$ cat config.mk
export PLATFORM = sky130hd
export DESIGN_NAME = sorted_array_priority_queue_top
export DESIGN_NICKNAME = d
export VERILOG_FILES = /design/src/rtl/spaq_pkg.sv /design/src/rtl/spaq_cell.sv /design/src/rtl/sorted_array_priority_queue_top.sv
export SDC_FILE = /design/constraint.sdc
export NUM_CORES = 1
export LEC_CHECK = 0
export ABC_AREA = 1
export BUFFER_PORTS_ARGS = -buffer_cell sky130_fd_sc_hd__buf_2
export CAP_MARGIN = 5
export CORE_MARGIN = 10
export CORE_UTILIZATION = 30
export CTS_BUF_LIST = sky130_fd_sc_hd__clkbuf_2
export CTS_CLUSTER_DIAMETER = 50
export CTS_CLUSTER_SIZE = 14
export DETAILED_ROUTE_END_ITERATION = 8
export SKIP_LAST_GASP = 1
export SLEW_MARGIN = 15
export SYNTH_ARGS = -nofsm -noshare
export SYNTH_HDL_FRONTEND = slang
export SYNTH_SLANG_ARGS = --single-unit
$ cat constraint.sdc
create_clock -name clk -period 3.5 [get_ports clk]
set_input_delay 1.05 -clock clk [delete_from_list [all_inputs] [get_ports clk]]
set_output_delay 1.05 -clock clk [all_outputs]
set_load 0.1 [all_outputs]
$ cat src/rtl/spaq_pkg.sv
// Shared types and constants for the sorted-array priority queue.
`default_nettype none
package spaq_pkg;

	localparam int DEF_CAPACITY = 8;
	localparam int VAL_W        = 32;

	// operation codes
	localparam logic OP_INSERT = 1'b0;
	localparam logic OP_DELETE = 1'b1;

	// result status codes
	localparam logic [1:0] ST_DONE  = 2'd0;
	localparam logic [1:0] ST_FULL  = 2'd1;
	localparam logic [1:0] ST_EMPTY = 2'd2;

	// operation broadcast to every cell of the chain
	typedef struct packed {
		logic                    do_ins;
		logic                    do_del;
		logic signed [VAL_W-1:0] ins_val;
	} cell_ctrl_t;

endpackage
`default_nettype wire

$ cat src/rtl/spaq_cell.sv
// One slot of the sorted chain: holds a value, shifts right on insert, left on delete.
`default_nettype none
module spaq_cell (
	input  wire                              clk,
	input  wire spaq_pkg::cell_ctrl_t        ctrl,
	input  wire                              occupied,
	input  wire                              is_tail,
	input  wire                              left_gt,
	input  wire signed [spaq_pkg::VAL_W-1:0] left_val,
	input  wire signed [spaq_pkg::VAL_W-1:0] right_val,
	output logic                             gt,
	output logic signed [spaq_pkg::VAL_W-1:0] val
);
	import spaq_pkg::*;

	logic signed [VAL_W-1:0] val_q;

	assign val = val_q;
	// stored value sits after the new one in sorted order
	assign gt  = occupied && (val_q > ctrl.ins_val);

	// insert: take left neighbor if it moves right, else new value if it lands here
	always_ff @(posedge clk) begin
		if (ctrl.do_ins) begin
			if (left_gt) begin
				val_q <= left_val;
			end else if (gt || is_tail) begin
				val_q <= ctrl.ins_val;
			end
		end else if (ctrl.do_del) begin
			val_q <= right_val;
		end
	end

endmodule
`default_nettype wire

$ cat src/rtl/sorted_array_priority_queue_top.sv
// Top level of the sorted-array priority queue: chain of cells plus count and result registers.
//
// Bounded ascending priority queue of CAPACITY signed 32-bit values kept sorted in a
// row of cells. start with busy low transfers one operation (opcode 0 insert value_in,
// opcode 1 remove smallest). All cells compare against the new value in parallel and
// shift in the same edge, so busy stays low and a new operation may be issued every
// cycle. The result appears on the result ports with done high for exactly one cycle,
// the cycle after the transfer; the receiver cannot stall it, so it must capture the
// result in that cycle. Equal values keep arrival order. entry_count is the low four
// bits of the occupancy.
`default_nettype none
module sorted_array_priority_queue_top #(
	parameter int CAPACITY = spaq_pkg::DEF_CAPACITY
) (
	input  wire                              clk,
	input  wire                              arst_n,
	input  wire                              start,
	output logic                             busy,
	input  wire                              opcode,
	input  wire signed [spaq_pkg::VAL_W-1:0] value_in,
	output logic                             done,
	output logic signed [spaq_pkg::VAL_W-1:0] value_out,
	output logic                             value_valid,
	output logic [1:0]                       status,
	output logic [3:0]                       entry_count,
	output logic                             is_full,
	output logic                             is_empty
);
	import spaq_pkg::*;

	localparam int CNT_W = $clog2(CAPACITY + 1);
	localparam int EXT_W = (CNT_W > 4) ? CNT_W : 4;
	localparam logic [CNT_W-1:0] CAP_CNT = CNT_W'(CAPACITY);

	logic [CNT_W-1:0]        count_q;
	logic [CNT_W-1:0]        count_nxt;
	logic                    accept;
	logic                    q_full;
	logic                    q_empty;
	cell_ctrl_t              ctrl;
	logic [1:0]              st_nxt;

	logic                    gt_w   [CAPACITY];
	logic signed [VAL_W-1:0] val_w  [CAPACITY];

	logic                    done_q;
	logic signed [VAL_W-1:0] value_out_q;
	logic                    value_valid_q;
	logic [1:0]              status_q;
	logic [CNT_W-1:0]        count_out_q;
	logic [EXT_W-1:0]        count_ext;

	assign busy    = 1'b0;
	assign accept  = start && !busy;
	assign q_full  = (count_q == CAP_CNT);
	assign q_empty = (count_q == '0);

	// decode the operation and its effect on the count
	always_comb begin
		ctrl.ins_val = value_in;
		ctrl.do_ins  = 1'b0;
		ctrl.do_del  = 1'b0;
		st_nxt       = ST_DONE;
		count_nxt    = count_q;
		if (accept) begin
			if (opcode == OP_INSERT) begin
				if (q_full) begin
					st_nxt = ST_FULL;
				end else begin
					ctrl.do_ins = 1'b1;
					count_nxt   = count_q + CNT_W'(1);
				end
			end else begin
				if (q_empty) begin
					st_nxt = ST_EMPTY;
				end else begin
					ctrl.do_del = 1'b1;
					count_nxt   = count_q - CNT_W'(1);
				end
			end
		end
	end

	// the chain of cells, slot 0 holds the smallest value
	for (genvar i = 0; i < CAPACITY; i++) begin : g_cell
		logic                    left_gt;
		logic signed [VAL_W-1:0] left_val;
		logic signed [VAL_W-1:0] right_val;

		if (i == 0) begin : g_head
			assign left_gt  = 1'b0;
			assign left_val = '0;
		end else begin : g_mid
			assign left_gt  = gt_w[i-1];
			assign left_val = val_w[i-1];
		end

		if (i == CAPACITY - 1) begin : g_last
			assign right_val = val_w[i];
		end else begin : g_body
			assign right_val = val_w[i+1];
		end

		spaq_cell u_cell (
			.clk       (clk),
			.ctrl      (ctrl),
			.occupied  (CNT_W'(i) < count_q),
			.is_tail   (CNT_W'(i) == count_q),
			.left_gt   (left_gt),
			.left_val  (left_val),
			.right_val (right_val),
			.gt        (gt_w[i]),
			.val       (val_w[i])
		);
	end

	// occupancy and result strobe
	always_ff @(posedge clk or negedge arst_n) begin
		if (!arst_n) begin
			count_q <= '0;
			done_q  <= 1'b0;
		end else begin
			count_q <= count_nxt;
			done_q  <= accept;
		end
	end

	// result payload
	always_ff @(posedge clk) begin
		if (accept) begin
			value_out_q   <= ctrl.do_del ? val_w[0] : '0;
			value_valid_q <= ctrl.do_del;
			status_q      <= st_nxt;
			count_out_q   <= count_nxt;
		end
	end

	assign count_ext   = EXT_W'(count_out_q);
	assign done        = done_q;
	assign value_out   = value_out_q;
	assign value_valid = value_valid_q;
	assign status      = status_q;
	assign entry_count = count_ext[3:0];
	assign is_full     = (count_out_q == CAP_CNT);
	assign is_empty    = (count_out_q == '0);

endmodule
`default_nettype wire

After elaboration in Yosys (flattened, before gate mapping)
Index checks and enable logic that the tools add are counted.
W data, S select, Z words.
Storage, ports and cells
  logic and storage cells: 117
  output and inout port bits: 43
  input bits: 36
  bits in registers: 300
Operators by class
  add/sub/neg operators: 2
  reduce and logical (&&, ||, !) cells: 28
  eq/ne operators: 16
  mux-type cells: 41
  $lt $le $gt $ge: 16
Operator list (count)
  $mux W32: 29
  $gt A32 B32 Y1: 8
  $ne A3 B1 Y1 const B: 6
  $eq A3 B4 Y1 const A: 4
  $lt A3 B4 Y1 const A: 4
  $mux W4: 4
  $reduce_and A2 Y1: 8
  $eq A2 B4 Y1 const A: 2
  $eq A4 B4 Y1 const B: 2
  $logic_and A1 B1 Y1: 8
  $logic_not A4 Y1: 2
  $logic_or A1 B1 Y1: 8
  $lt A1 B4 Y1 const A: 2
  $lt A2 B4 Y1 const A: 2
  $mux W2: 3
  $mux W1: 5
  $add A4 B1 Y4 const B: 1
  $eq A1 B4 Y1 const A: 1
  $reduce_bool A2 Y1: 2
  $sub A4 B1 Y4 const B: 1
  $ne A2 B1 Y1 const B: 1

Depth between registers and ports, before layout
  word-level depth: 6
  depth in mapped cells: 20
  mapped depth without buffers: 19

Modules after synthesis
From an unflattened synthesis, not the netlist that was laid out.
Unflattened totals
  cell total of the unflattened synthesis: 2782
  area, all modules: 21882.2 sq um
By module, submodules not included
  spaq_cell: area an instance 2486.1 sq um, seq. area each 960.9 sq um, times used 8, cells an instance 324
  sorted_array_priority_queue_top: area an instance 1993.2 sq um, seq. area each 1296.2 sq um, times used 1, cells an instance 190

Worst setup path before layout
No wires, ideal clock.
  path type: register -> output
  start: register count_out_q[1] (netlist: entry_count[1])
  end: output port is_full
  path buffers: 0
  stages on the path, launching flop included: 3
  required time: 2.450 ns
  data arrival time: 3.425 ns
  setup slack: -0.975 ns
  cell sequence: edfxtp_1 or2_2 nor3b_1
Between the ends
  longest elaborated chain between the ends: 1
Ends and longest elaborated chain
  from (decl): line sorted_array_priority_queue_top.sv:50  | logic [CNT_W-1:0] count_out_q;
  from (signal assigned): line sorted_array_priority_queue_top.sv:134  | count_out_q <= count_nxt;
  $eq A4 B4 Y1: line sorted_array_priority_queue_top.sv:144  | assign is_full = (count_out_q == CAP_CNT);
  to (decl): line sorted_array_priority_queue_top.sv:26  | output logic is_full,
No other way between the ends.

Final worst setup path
Same ends and word-level chain as after synthesis.

==> impl_metrics.tcl <==
set metrics [dict create \
    cts_tree "built" \
    num_rows 98 \
    cts_buffers 39 \
    cts_hold_buffers 1 \
    die_h_um 289 \
    cts_max_level 2 \
    hold_viol 0 \
    ant_nets 0 \
    start_kind "flop" \
    finalClockSkew_ps 71.3 \
    crit_fanout 2 \
    setup_ws_ps 189 \
    core_area_um2 71700 \
    clkPwrFrac_pct 13.7 \
    drt-initial-drc-count 1684 \
    drc 0 \
    avgSynthCellArea_um2 8.05 \
    vias 19100 \
    synthAdderAreaFrac_pct 15.0 \
    worstSetupPathType "reg -> out" \
    status "finished clean" \
    synth_cells 2703 \
    drv_cap 0 \
    cts_root_buffer "clkbuf_2" \
    synth_cell_types 41 \
    cts_resized 0 \
    crit_buf_inv 1 \
    clock_path_buffers 3 \
    ys_seq_area_share_pct 41.3 \
    grt_pass1_wl_um 105000 \
    antenna_found_initial 4 \
    synthToLayoutAreaGrowth_pct 16.6 \
    seqPwrFrac_pct 36.9 \
    switchingPower_mw 7.35 \
    final_cell_mix "nand2_1, edfxtp_1, inv_1" \
    io_buffers 77 \
    crit_path_end_kind "output pin" \
    post_drt_via_cell_ratio 4.89 \
    place.gp.congestion 0.857 \
    p_per_area_nw_per_um2 624 \
    cp_slowest_cell "buf_2" \
    cts_sinks 300 \
    finalCritPeriodShare_pct 94.6 \
    crit_chain "or2_2 -> nor3b_2 -> buf_2" \
    tightest_slew_ps 984 \
    synthSimpleGateAreaFrac_pct 29.5 \
    clock_latency_ps 990 \
    grt_pass1_vias 18300 \
    drive_gt1_share_pct 14.4 \
    dp_slack_ps -534 \
    post_cts_buffers 0 \
    switching_share_pct 46.4 \
    drt-pass1-iter-count 5 \
    final_nets 3227 \
    cpPeakStageDelay_ps 440 \
    ir_worst_vdd_v 0.000590 \
    hpwl_um 51000 \
    yosysWarnings 0 \
    synth_top_family_by_area "simple AND/OR/NAND/NOR gates" \
    critPathTopFamily "simple AND/OR/NAND/NOR gates" \
    leakage_nw 12.2 \
    setup_viol 0 \
    grt_util_all_layers_pct 15.6 \
    synth_area_leaders "edfxtp_1, nand2_1, ha_1, nand3_1, inv_1" \
    synth_edf_count 295 \
    relSlewSlack_pct 34.2 \
    p_int_mw 8.49 \
    synthFlopType "edfxtp_1" \
    slew_violations 0 \
    start_util_pct 30.3 \
    final_common_cell "nand2_1" \
    rsz0062_at_grt "false" \
    hold_path.class "in -> async" \
    syn_nets 2999 \
    io_pins 79 \
    synth_compound_area_share_pct 6.26 \
    synth_area_um2 21800 \
    grt_max_degree 193 \
    die_w_um 289 \
    clk_pin_slew_ps 210 \
    synth_xor_area_share_pct 0.0805 \
    wl_per_cell_um 17.0 \
    synthMuxAreaShare_pct 0 \
    period_minus_slack_ps 3310 \
    crit_required_ps 2450 \
    synth_top_area_share_pct 40.7 \
    power.total_mw 15.8 \
    synth_area_leader_cell "edfxtp_1" \
    reg2reg_slack_ps 380 \
    totalWireLength_um 66600 \
    synth_seq_cells 300 \
    overflow 0 \
    die_area_um2 83700 \
    max_freq_mhz 302 \
    arrival_ps 2260 \
    combPwrFrac_pct 49.5 \
    synthArstFlopShare_pct 1.67 \
]
==> cell type report <==
type | instances | area, µm²
Inverter | 298 | 1140
Sequential cell | 300 | 8980
Clock inverter | 29 | 283
Antenna cell | 1 | 2.50
Fill cell | 7453 | 46400
Multi-Input combinational cell | 1977 | 11200
Timing Repair Buffer | 315 | 2400
Clock buffer | 42 | 210
Tap cell | 950 | 1190
==> kinds of logic after synthesis <==
logic type | after synthesis
simple gates | 1454
buf+inv | 426
flops | 300
compound gates | 260
fa+ha+maj | 260
xor+xnor | 2
other cells | 1
==> per-layer routing <==
layer,GRT usage (%),part of all wire [%]
met1,22.0,48
met2,24.9,44
met3,1.94,5.7
met4,4.24,2.2
met5,0,0.032
==> cell usage after synthesis, types with 4 or more instances <==
cell type,instances
a21oi_1,132
buf_1,8
buf_2,44
buf_4,4
buf_6,6
clkbuf_1,66
dfrtp_1,5
edfxtp_1,295
ha_1,260
inv_1,292
inv_2,5
nand2_1,868
nand3_1,254
nand3b_1,35
nand4_1,148
nor2_1,118
nor3_1,8
nor4_1,5
o211ai_1,4
o21a_1,9
o21ai_0,69
o21ai_1,36
==> registers in the layout (all words and copies together), names as in the netlist <==
register,count
count_q,4
entry_count,4
value_out,32
g_cell.u_cell.val,256
done,1
value_valid,1
status,2
==> power groups by stage <==
stage / clock (mW) / sequential, mW / combinational (mW)
final: 2.16 / 5.84 / 7.84
after global routing: 2.35 / 5.94 / 8.80
after CTS: 2.24 / 5.83 / 7.83
after detailed placement: 0 / 5.91 / 7.78
after global placement: 0 / 5.91 / 7.70
after floorplan: 0 / 6.06 / 5.03
==> worst register-to-register path, stage by stage, from the launching register on <==
cell and delay [ps]:
edfxtp_1 540, ha_4 300, nand2_1 60, nor2_1 130
nand2_1 130, nor4b_2 320, nand2_1 140, nand3_2 120
nand3_4 80, nand2_2 80, nor2_1 70, nor2_4 750
==> worst paths after layout <==
| kind | from | cells past startpoint | end |
|---|---|---|---|
| setup reg to reg | g_cell[3].u_cell.val[31]$_DFFE_PP_ | 11 | g_cell[4].u_cell.val[26]$_DFFE_PP_ |
| hold reg to reg | g_cell[7].u_cell.val[22]$_DFFE_PP_ | 2 | g_cell[6].u_cell.val[22]$_DFFE_PP_ |
| min in group clk | opcode | 3 | count_q[2]$_DFF_PN0_ |
| setup / recovery | entry_count[1]$_DFFE_PP_ | 3 | is_full |
| hold / removal | arst_n | 2 | done$_DFF_PN0_ |
| max in group asynchronous | arst_n | 2 | count_q[0]$_DFF_PN0_ |
==> stage by stage <==
stage	util, %	std cells	area (µm²)	setup TNS (ps)	hold WS, ps
after global routing	35.4	3912	25400	0	328
after detailed placement	34.7	3839	24900	-137330	537
after floorplan	-	2703	21900	-10140	520
after CTS	35.4	3911	25400	0	305
final	35.4	3912	25400	0	395
after global placement	34.7	3839	24900	-126270	530
(Power assumes the default switching activity.)
